$ cat src/rtl/core/bcde_pkg.sv
// shared constants, types and helpers for the bcd date to epoch seconds converter
package bcde_pkg;

  localparam int unsigned YEAR_BASE_DEF  = 68;
  localparam int unsigned FIRST_YEAR     = 70;
  localparam int unsigned DAYS_PER_YEAR  = 365;
  localparam int unsigned SECS_PER_DAY   = 24 * 60 * 60;
  localparam int unsigned SECS_PER_HOUR  = 3600;
  localparam int unsigned SECS_PER_MIN   = 60;
  // leap years counted before the first epoch year
  localparam int unsigned LEAPS_BEFORE   = (FIRST_YEAR - 1) / 4;

  localparam int unsigned BYTE_W  = 8;
  localparam int unsigned YEAR_W  = 9;   // decoded year plus base, up to 233 with the default base
  localparam int unsigned DAYS_W  = 17;  // day count, below 2^17
  localparam int unsigned TOD_W   = 20;  // time of day in seconds, below 2^20
  localparam int unsigned EPOCH_W = 32;

  localparam logic [3:0] MONTH_MAX = 4'd12;
  localparam logic [4:0] DAY_MAX   = 5'd31;

  typedef struct packed {
    logic [DAYS_W-1:0] days;
    logic [TOD_W-1:0]  tod;
    logic              bad;
  } bcde_mid_t;

  // two digits, no digit check: high nibble times ten plus low nibble
  function automatic logic [BYTE_W-1:0] bcd_decode(input logic [BYTE_W-1:0] b);
    logic [BYTE_W-1:0] hi;
    logic [BYTE_W-1:0] lo;
    hi = {4'b0000, b[7:4]};
    lo = {4'b0000, b[3:0]};
    return (hi << 3) + (hi << 1) + lo;
  endfunction

  // days before the first of each month in a common year
  function automatic logic [8:0] month_start(input logic [3:0] idx);
    logic [8:0] v;
    case (idx)
      4'd0:    v = 9'd0;
      4'd1:    v = 9'd31;
      4'd2:    v = 9'd59;
      4'd3:    v = 9'd90;
      4'd4:    v = 9'd120;
      4'd5:    v = 9'd151;
      4'd6:    v = 9'd181;
      4'd7:    v = 9'd212;
      4'd8:    v = 9'd243;
      4'd9:    v = 9'd273;
      4'd10:   v = 9'd304;
      4'd11:   v = 9'd334;
      default: v = 9'd0;
    endcase
    return v;
  endfunction

endpackage

$ cat src/rtl/core/bcde_day_count.sv
// decode of the bcd fields, date check, day count and time of day
module bcde_day_count #(
  parameter int unsigned YEAR_BASE = bcde_pkg::YEAR_BASE_DEF
) (
  input  logic [7:0]          bcd_second,
  input  logic [7:0]          bcd_minute,
  input  logic [7:0]          bcd_hour,
  input  logic [7:0]          bcd_day,
  input  logic [7:0]          bcd_month,
  input  logic [7:0]          bcd_year,
  output bcde_pkg::bcde_mid_t mid
);

  localparam int unsigned DW = bcde_pkg::DAYS_W;
  localparam int unsigned TW = bcde_pkg::TOD_W;
  localparam int unsigned YW = bcde_pkg::YEAR_W;

  logic [7:0]    sec;
  logic [7:0]    mnt;
  logic [7:0]    hr;
  logic [7:0]    dy;
  logic [7:0]    mon;
  logic [YW-1:0] year;
  logic [YW-1:0] year_off;
  logic [YW-1:0] year_m1;
  logic [3:0]    mon_idx;
  logic          leap_extra;
  logic [DW-1:0] leap_ct;

  always_comb begin
    sec  = bcde_pkg::bcd_decode(bcd_second);
    mnt  = bcde_pkg::bcd_decode(bcd_minute);
    hr   = bcde_pkg::bcd_decode(bcd_hour);
    dy   = bcde_pkg::bcd_decode(bcd_day);
    mon  = bcde_pkg::bcd_decode(bcd_month);
    year = {1'b0, bcde_pkg::bcd_decode(bcd_year)} + YW'(YEAR_BASE);

    mid.bad = (year < YW'(bcde_pkg::FIRST_YEAR)) || (mon == 8'd0) ||
              (mon > {4'b0000, bcde_pkg::MONTH_MAX}) || (dy == 8'd0) ||
              (dy > {3'b000, bcde_pkg::DAY_MAX});

    // values below only matter when the date passes the check
    year_off   = year - YW'(bcde_pkg::FIRST_YEAR);
    year_m1    = year - YW'(1);
    leap_ct    = DW'(year_m1 >> 2) - DW'(bcde_pkg::LEAPS_BEFORE);
    mon_idx    = 4'(mon - 8'd1);
    leap_extra = (year[1:0] == 2'b00) && (mon > 8'd2);

    mid.days = DW'(year_off) * DW'(bcde_pkg::DAYS_PER_YEAR) + leap_ct
             + DW'(bcde_pkg::month_start(mon_idx)) + DW'(dy) - DW'(1)
             + DW'(leap_extra);

    mid.tod = TW'(hr) * TW'(bcde_pkg::SECS_PER_HOUR)
            + TW'(mnt) * TW'(bcde_pkg::SECS_PER_MIN) + TW'(sec);
  end

endmodule

$ cat src/rtl/core/bcd_date_to_epoch_seconds_top.sv
// top level of the bcd calendar date to epoch seconds converter
//
// converts six raw bcd bytes from a calendar clock into seconds since
// 1 january 1970 as an unsigned 32-bit count
// input channel: in_tdata carries second, minute, hour, day, month, year,
// one byte each from the lowest bit up; an item moves when tvalid and
// tready are both high
// result channel: out_tdata holds epoch seconds, out_tuser the bad-date
// flag; a rejected date (year below 70, month outside 1..12, day outside
// 1..31) gives seconds 0 with the flag set
// pipeline: input register, day-count register, result register; an accepted
// item passes through them in that order
// throughput: one item per cycle while out_tready stays high, set by the three-register
// pipeline where each stage holds one item and moves whenever the next stage frees up
// stall: when out_tready is low the result register holds its item, the
// earlier stages keep filling, and in_tready drops once all three are full
// reset: all stages are emptied, no result is pending, in_tready rises
module bcd_date_to_epoch_seconds_top #(
  parameter int unsigned YEAR_BASE = bcde_pkg::YEAR_BASE_DEF
) (
  input  logic        clk,
  input  logic        rst_n,
  input  logic        in_tvalid,
  output logic        in_tready,
  input  logic [47:0] in_tdata,   // bcd_second, bcd_minute, bcd_hour, bcd_day, bcd_month, bcd_year
  output logic        out_tvalid,
  input  logic        out_tready,
  output logic [31:0] out_tdata,  // epoch_seconds
  output logic [0:0]  out_tuser   // bad_date
);

  localparam int unsigned EW = bcde_pkg::EPOCH_W;
  localparam int unsigned PW = bcde_pkg::DAYS_W + bcde_pkg::DAYS_W;

  // stage valid bits
  logic i_valid_r, i_valid_nxt;
  logic m_valid_r, m_valid_nxt;
  logic o_valid_r, o_valid_nxt;

  // stage payloads
  logic [47:0]         i_data_r;
  bcde_pkg::bcde_mid_t m_data_r;
  bcde_pkg::bcde_mid_t m_calc;
  logic [EW-1:0]       o_epoch_r, o_epoch_nxt;
  logic                o_bad_r;

  logic i_load, m_load, o_load;
  logic [PW-1:0] day_secs;

  // stage advance, driven back from the result side
  assign o_load    = m_valid_r && (!o_valid_r || out_tready);
  assign m_load    = i_valid_r && (!m_valid_r || o_load);
  assign in_tready = !i_valid_r || m_load;
  assign i_load    = in_tvalid && in_tready;

  always_comb begin
    i_valid_nxt = i_load ? 1'b1 : (m_load ? 1'b0 : i_valid_r);
    m_valid_nxt = m_load ? 1'b1 : (o_load ? 1'b0 : m_valid_r);
    o_valid_nxt = o_load ? 1'b1 : ((out_tready) ? 1'b0 : o_valid_r);
  end

  bcde_day_count #(
    .YEAR_BASE (YEAR_BASE)
  ) u_day_count (
    .bcd_second (i_data_r[7:0]),
    .bcd_minute (i_data_r[15:8]),
    .bcd_hour   (i_data_r[23:16]),
    .bcd_day    (i_data_r[31:24]),
    .bcd_month  (i_data_r[39:32]),
    .bcd_year   (i_data_r[47:40]),
    .mid        (m_calc)
  );

  // days to seconds, wraps modulo 2^32
  always_comb begin
    day_secs    = PW'(m_data_r.days) * PW'(bcde_pkg::SECS_PER_DAY);
    o_epoch_nxt = m_data_r.bad ? '0 : (EW'(day_secs) + EW'(m_data_r.tod));
  end

  always_ff @(posedge clk) begin
    if (!rst_n) begin
      i_valid_r <= 1'b0;
      m_valid_r <= 1'b0;
      o_valid_r <= 1'b0;
    end else begin
      i_valid_r <= i_valid_nxt;
      m_valid_r <= m_valid_nxt;
      o_valid_r <= o_valid_nxt;
    end
  end

  // payload registers, no reset
  always_ff @(posedge clk) begin
    if (i_load) begin
      i_data_r <= in_tdata;
    end
    if (m_load) begin
      m_data_r <= m_calc;
    end
    if (o_load) begin
      o_epoch_r <= o_epoch_nxt;
      o_bad_r   <= m_data_r.bad;
    end
  end

  assign out_tvalid   = o_valid_r;
  assign out_tdata    = o_epoch_r;
  assign out_tuser[0] = o_bad_r;

endmodule

$ cat config.mk
export PLATFORM = sky130hd
export DESIGN_NAME = bcd_date_to_epoch_seconds_top
export DESIGN_NICKNAME = d
export VERILOG_FILES = /design/src/rtl/core/bcde_pkg.sv /design/src/rtl/core/bcde_day_count.sv /design/src/rtl/core/bcd_date_to_epoch_seconds_top.sv
export SDC_FILE = /design/constraint.sdc
export NUM_CORES = 1
export LEC_CHECK = 0
export ABC_AREA = 0
export BUFFER_PORTS_ARGS = -buffer_cell sky130_fd_sc_hd__buf_4
export CORE_MARGIN = 10
export CORE_UTILIZATION = 60
export CTS_CLUSTER_SIZE = 10
export DETAILED_ROUTE_END_ITERATION = 10
export GPL_TIMING_DRIVEN = 0
export PLACE_DENSITY_LB_ADDON = 0.25
export SLEW_MARGIN = 25
export SYNTH_ARGS = -nofsm -noshare
export SYNTH_HDL_FRONTEND = slang
export SYNTH_SLANG_ARGS = --single-unit
$ cat constraint.sdc
create_clock -name clk -period 8.55 [get_ports clk]
set_input_delay 0.855 -clock clk [delete_from_list [all_inputs] [get_ports clk]]
set_output_delay 0.855 -clock clk [all_outputs]
set_load 0.1 [all_outputs]
==> results of run 1 <==
## flip-flops by register name, indices dropped and copies added (netlist names)
register    cells
i_valid_r       1
m_valid_r       1
out_tvalid      1
out_tdata      32
m_data_r       38
out_tuser       1
i_data_r       48
## cells by family after synthesis
group	count (synthesis)
compound gates	254
buf+inv	317
flops	122
simple gates	269
fa+ha+maj	407
xor+xnor	109
mux	9
## cell type report
cell class	count	area [um2]
Clock inverter	14	159
Tap cell	330	413
Sequential cell	122	3630
Timing Repair Buffer	91	783
Inverter	302	1130
Multi-Input combinational cell	1048	10300
Clock buffer	18	429
Fill cell	1901	8010
Buffer	15	58.8
## final timing paths
kind                              startpoint           end  slack (ns)  depth (start not counted)
worst max register to register  i_data_r[45]  m_data_r[37]        0.53                         30
worst min-delay path             i_data_r[0]   m_data_r[1]        0.42                          0
worst min register to register   i_data_r[0]   m_data_r[1]        0.42                          0
worst max-delay path            i_data_r[45]  m_data_r[37]        0.53                         30
## critical path, delay by kind of cell, from the launching register on
family	cells	cell delay, ns
XOR/XNOR	1	0.09
adder cells (fa/ha/maj)	9	3.79
AND/OR/NAND/NOR	4	0.74
flip-flops	1	0.36
buffers and inverters	8	1.00
AO/OA/AOI/OAI	8	1.76
## layer usage
layer	part of all wire [%]	vias to the layer above
met5	0	-
met4	1.4	0
met3	4.5	32
met2	48	191
met1	46	4932
li1	-	5248
## per-stage QoR
stage / setup WS (ns) / hold slack, ns / area, um2 / cells / TNS (ns)
floorplan: 1.09 / 0.400 / 15100 / 1487 / 0
CTS: 0.181 / 0.420 / 16900 / 1940 / 0
detailed placement: -0.0689 / 0.405 / 16300 / 1908 / -0.0689
global placement: 0.0178 / 0.409 / 16200 / 1903 / 0
global route: 0.0158 / 0.426 / 17000 / 1940 / 0
finish: 0.534 / 0.420 / 17000 / 1940 / 0
## synthesized netlist by cell type (7+ instances only)
cell and n:
a211oi_1 14, o21bai_1 7, xnor2_1 73, nand2_1 32, o21a_1 14, and3_1 10
a21o_1 27, clkbuf_1 11, fa_1 138, and2_1 10, a21oi_1 70, nor3_1 29
edfxtp_1 119, o21ai_1 9, nand3_1 20, o21ai_0 44, a31oi_1 10, nor2b_1 34
o211ai_1 8, nand2b_1 18, inv_1 302, xor2_1 35, nor2_1 77, ha_1 268
## what timing repair did
action	CTS	global route
gates resized for setup	1	3
setup endpoints to repair	2	5
hold buffers	0	0
==> qor.txt, run 1 <==
outcome: finished clean
root buffer cell: clkbuf_16
Post-Route Skew: 0.0115 ns
most frequent cells in the layout: inv_1, ha_1, fa_1
part of the Yosys area used for sequential elements: 24.0%
slew margin rel.: 52.3%
GRT Util Overall: 19.0%
CTS tree: done
asr flop ratio synth: 0%
M2 GR Usage: 32.3%
post-synth top area cell: edfxtp_1
syn nets: 1945
largest fanout on the critical path: 7
die height: 179 um
vias in the first global route: 10900
H-tree Lvls: 4
post-CTS setup buffers: 0
ant diodes: 0
met1 usage: 24.4%
Post-synth EDFFs: 119
Remaining Overflow, GRT: 0
CTS buffer count: 17
vias per inst: 5.36
vias: 10400
first-pass detailed-route iteration total: 5
delay of the slowest cell on the worst path: 0.54 ns
critical path endpoint category: register
Setup-failing EPs final: 0
Mapped Area: 15100 um2
minimum clock period: 8.02 ns
synth unique cells: 74
Synth Area per Inst: 10.2 um2
largest net degree at the start of global routing: 27
DRT Wirelength: 28600 um
Compound-Gate Fraction of Synth Area: 11.3%
CTS sink cnt: 122
die width: 179 um
Post-route DRC: 0
Bufs on Longest Clock Path: 2
Critical Path RT: 8.71 ns
met3 Use GR: 3.64%
RSZ-0062 raised after global routing: no
share of the synthesized area in the top cell type: 23.6%
Worst Max-Slew Pin Slew: 0.715 ns
post-synthesis mux area share: 0.629%
Top cell by count, worst path: inv_1
share of layout cells above drive strength 1: 9.94%
core area: 25000 um2
Synth Area in Adders: 40.5%
main combinational cell family by area after synthesis: adder cells
area grow syn2layout: 12.1%
Post-DP HPWL: 23800 um
io pins: 87
# port buffers: 86
HP Class: register to register
critical path arrival: 8.17 ns
Max Slew Vio Count: 0
most common cell after layout, fill and taps aside: inv_1
Routability Congestion: 0.884
CTS clock-pin slew for the worst setup and hold paths: 0.06 ns
Crit Path Class: register to register
FF+latch count, synth: 122
Rows: 58
GR peak layer: met2
achievable frequency: 125 MHz
Initial Util: 60.6%
WL/cell: 14.7 um
Initial DRC Count: 465
Worst path slowest cell: fa_1
Layout Utilization: 67.9%
post-synthesis xor/xnor area fraction: 6.36%
Final period util: 93.8%
synth warn: 0
first-pass GRT wire length: 50000 um
Total Nets Final: 2055
initial antenna violation count: 0
die area: 31900 um2
Simple-Gate Fraction of Synth Area: 9.31%
CP Launch Type: register
Post-DRT Antenna Nets: 0
Synth Instances: 1487
Hold Vio Cnt, Final: 0
Primary FF master, synth: edfxtp_1
largest cells by area after synthesis: edfxtp_1, ha_1, fa_1
Skew-Pair Late Insertion Delay: 0.42 ns
max_cap viols: 0
Power of run 1 is not shown: default switching activity piles up to over one toggle a cycle in this logic, so the estimate is an artifact.
==> inputs of run 2 (changes only) <==
--- a/config.mk
+++ b/config.mk
@@ -7,13 +7,15 @@
 export LEC_CHECK = 0
 export ABC_AREA = 0
 export BUFFER_PORTS_ARGS = -buffer_cell sky130_fd_sc_hd__buf_4
+export CELL_PAD_IN_SITES_DETAIL_PLACEMENT = 2
+export CELL_PAD_IN_SITES_GLOBAL_PLACEMENT = 2
 export CORE_MARGIN = 10
-export CORE_UTILIZATION = 60
+export CORE_UTILIZATION = 42
 export CTS_CLUSTER_SIZE = 10
 export DETAILED_ROUTE_END_ITERATION = 10
 export GPL_TIMING_DRIVEN = 0
 export PLACE_DENSITY_LB_ADDON = 0.25
-export SLEW_MARGIN = 25
+export SLEW_MARGIN = 20
 export SYNTH_ARGS = -nofsm -noshare
 export SYNTH_HDL_FRONTEND = slang
 export SYNTH_SLANG_ARGS = --single-unit
==> qor.txt, run 2 (synthesis gave the netlist of run 1 again) <==
share of layout cells above drive strength 1: 10.2% (+0.28 points)
CTS clock-pin slew for the worst setup and hold paths: 0.06 ns (about the same)
CP Launch Type: register
Remaining Overflow, GRT: 0 (unchanged)
WL/cell: 21.5 um (+46%)
# port buffers: 86 (unchanged)
most frequent cells in the layout: inv_1, ha_1, fa_1
die area: 44000 um2 (+38%)
worst hold margin: 0.430 ns (+0.0101 ns)
ant diodes: 0 (unchanged)
Total Nets Final: 2060 (+0.24%)
worst hold path cell count: 0 (unchanged)
die width: 210 um (+17%)
achievable frequency: 122 MHz (-2.4%)
Post-DRT Antenna Nets: 0 (unchanged)
Post-DP HPWL: 34800 um (+46%)
Largest Register: i_data_r
die height: 210 um (+17%)
Initial DRC Count: 329 (-29%)
hold_buf cts: 0 (unchanged)
delay of the slowest cell on the worst path: 0.56 ns (+0.02 ns)
vias per inst: 5.38 (+0.30%)
Post-Route Skew: 0.0174 ns (+0.00584 ns)
HP Class: register to register
Final period util: 96.1% (+2.3 points)
first-pass GRT wire length: 71200 um (+42%)
Rows: 69 (+19%)
CTS tree: done
Skew-Pair Late Insertion Delay: 0.45 ns (+0.03 ns)
minimum clock period: 8.21 ns (+0.197 ns)
Initial Util: 42.5% (-18 points)
Post-route DRC: 0 (unchanged)
H-tree Lvls: 4 (unchanged)
largest net degree at the start of global routing: 27 (unchanged)
critical path arrival: 8.40 ns (+0.23 ns)
Worst path slowest cell: fa_1
slew margin rel.: 40.9% (-11 points)
Max Slew Vio Count: 0 (unchanged)
core area: 35600 um2 (+42%)
most common cell after layout, fill and taps aside: inv_1
critical path endpoint category: register
area grow syn2layout: 13.2%
CTS buffer count: 17 (unchanged)
first-pass detailed-route iteration total: 4 (-1)
Critical Path RT: 8.74 ns (+0.03 ns)
vias: 11200 (+7.3%)
DRT Wirelength: 44700 um (+56%)
largest fanout on the critical path: 6 (-1)
Crit Path Class: register to register
CTS sink cnt: 122 (unchanged)
max_cap viols: 0 (unchanged)
Hold Vio Cnt, Final: 0 (unchanged)
Routability Congestion: 0.796 (-10%)
vias in the first global route: 13100 (+21%)
R2R cell count: 31 (+3.3%)
max FFs per register: 48 (unchanged)
Worst Max-Slew Pin Slew: 0.884 ns (+0.169 ns)
outcome: finished clean
root buffer cell: clkbuf_16
GRT Util Overall: 20.2% (+1.2 points)
Top cell by count, worst path: inv_1
io pins: 87 (unchanged)
Setup-failing EPs final: 0 (unchanged)
initial antenna violation count: 1 (+1)
Bufs on Longest Clock Path: 2 (unchanged)
run 2: layer usage:
metal	global-route usage, %	vias up	wire length [um]
met3	3.77	55	1500
met5	0	-	0
met2	38.1	168	23900
met4	4.32	0	773
met1	23.0	5696	18500
li1	-	5247	-
run 2: final timing paths:
kind | endpoint | start | slack [ns]
setup / recovery | m_data_r[37] | i_data_r[45] | 0.34
hold / removal | m_data_r[1] | i_data_r[0] | 0.43
setup reg to reg | m_data_r[37] | i_data_r[45] | 0.34
hold reg to reg | m_data_r[1] | i_data_r[0] | 0.43
run 2: worst max-delay path: cells and delay by family, from the launching register on:
family | cells | cell delay (ns)
fa+ha+maj | 9 | 3.95
compound gates | 8 | 1.66
buf+inv | 8 | 0.93
simple gates | 3 | 0.44
flops | 1 | 0.36
mux | 1 | 0.32
xor+xnor | 2 | 0.27
run 2: per-stage QoR:
step / cells / area [um2] / setup TNS (ns) / utilization, % / setup WS, ns
2_1_floorplan: 1487 / 15100 / 0 / - / 1.09
4_1_cts: 2070 / 17100 / 0 / 48.0 / 0.0243
3_3_place_gp: 2034 / 16300 / -0.828 / 45.9 / -0.355
5_1_grt: 2076 / 17100 / -0.125 / 48.1 / -0.0739
6_report: 2076 / 17100 / 0 / 48.1 / 0.338
3_5_place_dp: 2038 / 16500 / -1.88 / 46.3 / -0.518
run 2: area by class of cell:
type	instances	area, um2
buffer	15	60.1
clock buffer	18	429
clock inverter	14	170
fill	3744	18500
inverter	302	1140
multi-input combinational	1048	10300
sequential	122	3630
tap	461	577
timing repair buffer	96	768
run 2: what timing repair did:
action | in CTS | in global routing
endpoints found under the setup margin | 9 | 7
resized for setup | 3 | 4
buffers inserted | 0 | 6
pin swaps | 0 | 1
Power of run 2 is left out for the same reason.
==> inputs of run 3 (changes only) <==
--- a/config.mk
+++ b/config.mk
@@ -5,12 +5,13 @@
 export SDC_FILE = /design/constraint.sdc
 export NUM_CORES = 1
 export LEC_CHECK = 0
-export ABC_AREA = 0
+export ABC_AREA = 1
 export BUFFER_PORTS_ARGS = -buffer_cell sky130_fd_sc_hd__buf_4
+export CAP_MARGIN = 10
 export CELL_PAD_IN_SITES_DETAIL_PLACEMENT = 2
 export CELL_PAD_IN_SITES_GLOBAL_PLACEMENT = 2
 export CORE_MARGIN = 10
-export CORE_UTILIZATION = 42
+export CORE_UTILIZATION = 40
 export CTS_CLUSTER_SIZE = 10
 export DETAILED_ROUTE_END_ITERATION = 10
 export GPL_TIMING_DRIVEN = 0
==> qor.txt, run 3 <==
WP buf/inv: 8 (unchanged)
most numerous cell in the Yosys netlist: inv_1
R2R cell count: 34 (+9.7%)
Synth Instances: 1800 (+21%)
Primary FF master, synth: edfxtp_1
outcome: finished clean
Max Slew Vio Count: 0 (unchanged)
Largest Register: i_data_r
vias per inst: 4.97 (-7.7%)
Worst path slowest cell: fa_1
Hold Vio Cnt, Final: 0 (unchanged)
crit-path leading delay family: adder cells
Critical R2R Launch: i_data_r[44]
initial antenna violation count: 0 (-1)
hold_buf cts: 0 (unchanged)
Total Nets Final: 2367 (+15%)
CTS sink cnt: 122 (unchanged)
Worst R2R End: m_data_r[35]
largest fanout on the critical path: 5 (-1)
die area: 47400 um2 (+7.7%)
Post-Route Skew: 0.0126 ns (-0.00476 ns)
Post-DP HPWL: 40200 um (+15%)
flop2flop setup slack: 0.51 ns (+0.18 ns)
part of the Yosys area used for sequential elements: 23.3% (-0.77 points)
post-synth top area cell: edfxtp_1
largest net degree at the start of global routing: 39 (+44%)
Rows: 72 (+4.3%)
GRT Util Overall: 20.2% (+0.027 points)
synth unique cells: 48 (-35%)
register area: 3630 um2 (unchanged)
achievable frequency: 124 MHz (+2.2%)
first-pass GRT wire length: 76800 um (+7.9%)
H-tree Lvls: 4 (unchanged)
Bufs on Longest Clock Path: 2 (unchanged)
Post-route DRC: 0 (unchanged)
Remaining Overflow, GRT: 0 (unchanged)
Final period util: 94.0% (-2.1 points)
vias: 12100 (+8.5%)
most common cell after layout, fill and taps aside: inv_1
area of the multi-input gates: 10200 um2 (-1.5%)
critical path arrival: 8.23 ns (-0.17 ns)
Synth Area per Inst: 8.68 um2 (-15%)
max_cap viols: 0 (unchanged)
syn nets: 2258 (+16%)
share of layout cells above drive strength 1: 10.4% (+0.14 points)
slew margin rel.: 43.8% (+2.9 points)
Post-DRT Antenna Nets: 0 (unchanged)
area grow syn2layout: 12.6%
CTS clock-pin slew for the worst setup and hold paths: 0.07 ns (about the same)
Mapped Area: 15600 um2 (+3.3%)
hold wc startpoint: i_data_r[0]
# fillers: 4272 (+14%)
Setup-failing EPs final: 0 (unchanged)
largest cells by area after synthesis: edfxtp_1, ha_1, fa_1
root buffer cell: clkbuf_16
Top cell by count, worst path: fa_1
Routability Congestion: 0.857 (+7.7%)
CTS tree: done
Initial Util: 40.4% (-2.1 points)
CTS buffer count: 17 (unchanged)
Crit Path Class: register to register
Worst Hold End: m_data_r[1]
max FFs per register: 48 (unchanged)
asr flop ratio synth: 0% (unchanged)
critical path depth: 34 (+9.7%)
die width: 218 um (+3.8%)
minimum clock period: 8.04 ns (-0.177 ns)
vias in the first global route: 14500 (+10%)
WL/cell: 19.3 um (-10%)
Skew-Pair Late Insertion Delay: 0.45 ns (about the same)
Initial DRC Count: 351 (+6.7%)
first-pass detailed-route iteration total: 4 (unchanged)
ant diodes: 0 (unchanged)
synth warn: 0 (unchanged)
HP Class: register to register
most frequent cells in the layout: inv_1, nand2_1, ha_1
FF+latch count, synth: 122 (unchanged)
Layout Utilization: 45.5% (-2.6 points)
delay of the slowest cell on the worst path: 0.64 ns (+0.08 ns)
Worst Max-Slew Pin Slew: 0.842 ns (-0.0422 ns)
CP Launch Type: register
core area: 38600 um2 (+8.7%)
die height: 218 um (+3.8%)
# port buffers: 86 (unchanged)
worst hold path cell count: 0 (unchanged)
DRT Wirelength: 47100 um (+5.3%)
most frequent cells after synthesis: inv_1, nand2_1, ha_1, fa_1, edfxtp_1
critical path endpoint category: register
Post-synth EDFFs: 119 (unchanged)
Critical Path RT: 8.75 ns (about the same)
share of the synthesized area in the top cell type: 22.9% (-0.76 points)
io pins: 87 (unchanged)
run 3: worst max-delay path by stage:
stage	start	end	slack [ns]
floorplan	i_data_r[43]	m_data_r[35]	1.54
global placement	i_data_r[45]	m_data_r[35]	0.54
detailed placement	i_data_r[45]	m_data_r[35]	0.28
CTS	i_data_r[45]	m_data_r[35]	0.25
global route	i_data_r[43]	m_data_r[35]	-0.02
finish	i_data_r[44]	m_data_r[35]	0.51
run 3: final cells by class:
cell class | count | area share [%]
Buffer | 3 | 0.0854
Clock buffer | 18 | 2.50
Clock inverter | 14 | 0.896
Inverter | 480 | 10.3
Multi-Input combinational cell | 1195 | 57.9
Sequential cell | 122 | 20.7
Tap cell | 518 | 3.68
Timing Repair Buffer | 90 | 4.03
run 3: cells by family after synthesis:
group,after synthesis,share of synthesized area [%]
compound gates,187,6.74
buf+inv,483,11.6
flops,122,23.3
simple gates,525,14.8
xor+xnor,77,4.37
fa+ha+maj,406,39.2
run 3: repair_timing:
action,in CTS,in global routing
buffers inserted,0,2
setup endpoints to repair,0,2
gates resized for setup,0,3
run 3: stage by stage:
stage	setup TNS [ns]	hold WS [ns]	setup WS, ns	cell area (um2)	cells
after floorplan	0	0.400	1.54	15600	1800
after global placement	0	0.417	0.539	16900	2404
after detailed placement	0	0.410	0.279	17000	2406
after CTS	0	0.426	0.247	17600	2438
after global routing	-0.0240	0.442	-0.0240	17600	2440
final	0	0.426	0.515	17600	2440
run 3: worst reg2reg max path, delay by kind of cell (launching register included):
kind / cells / cell delay [ns]
flops: 1 / 0.43
compound gates: 6 / 1.18
buf+inv: 8 / 0.66
fa+ha+maj: 8 / 4.20
simple gates: 12 / 1.34
run 3: per-layer routing:
| layer | track usage (%) | wire (um) |
|---|---|---|
| met1 | 23.1 | 19700 |
| met3 | 3.00 | 1160 |
| met5 | 0 | 0 |
| met2 | 38.8 | 25500 |
| met4 | 4.08 | 646 |
Power of run 3 is left out for the same reason.
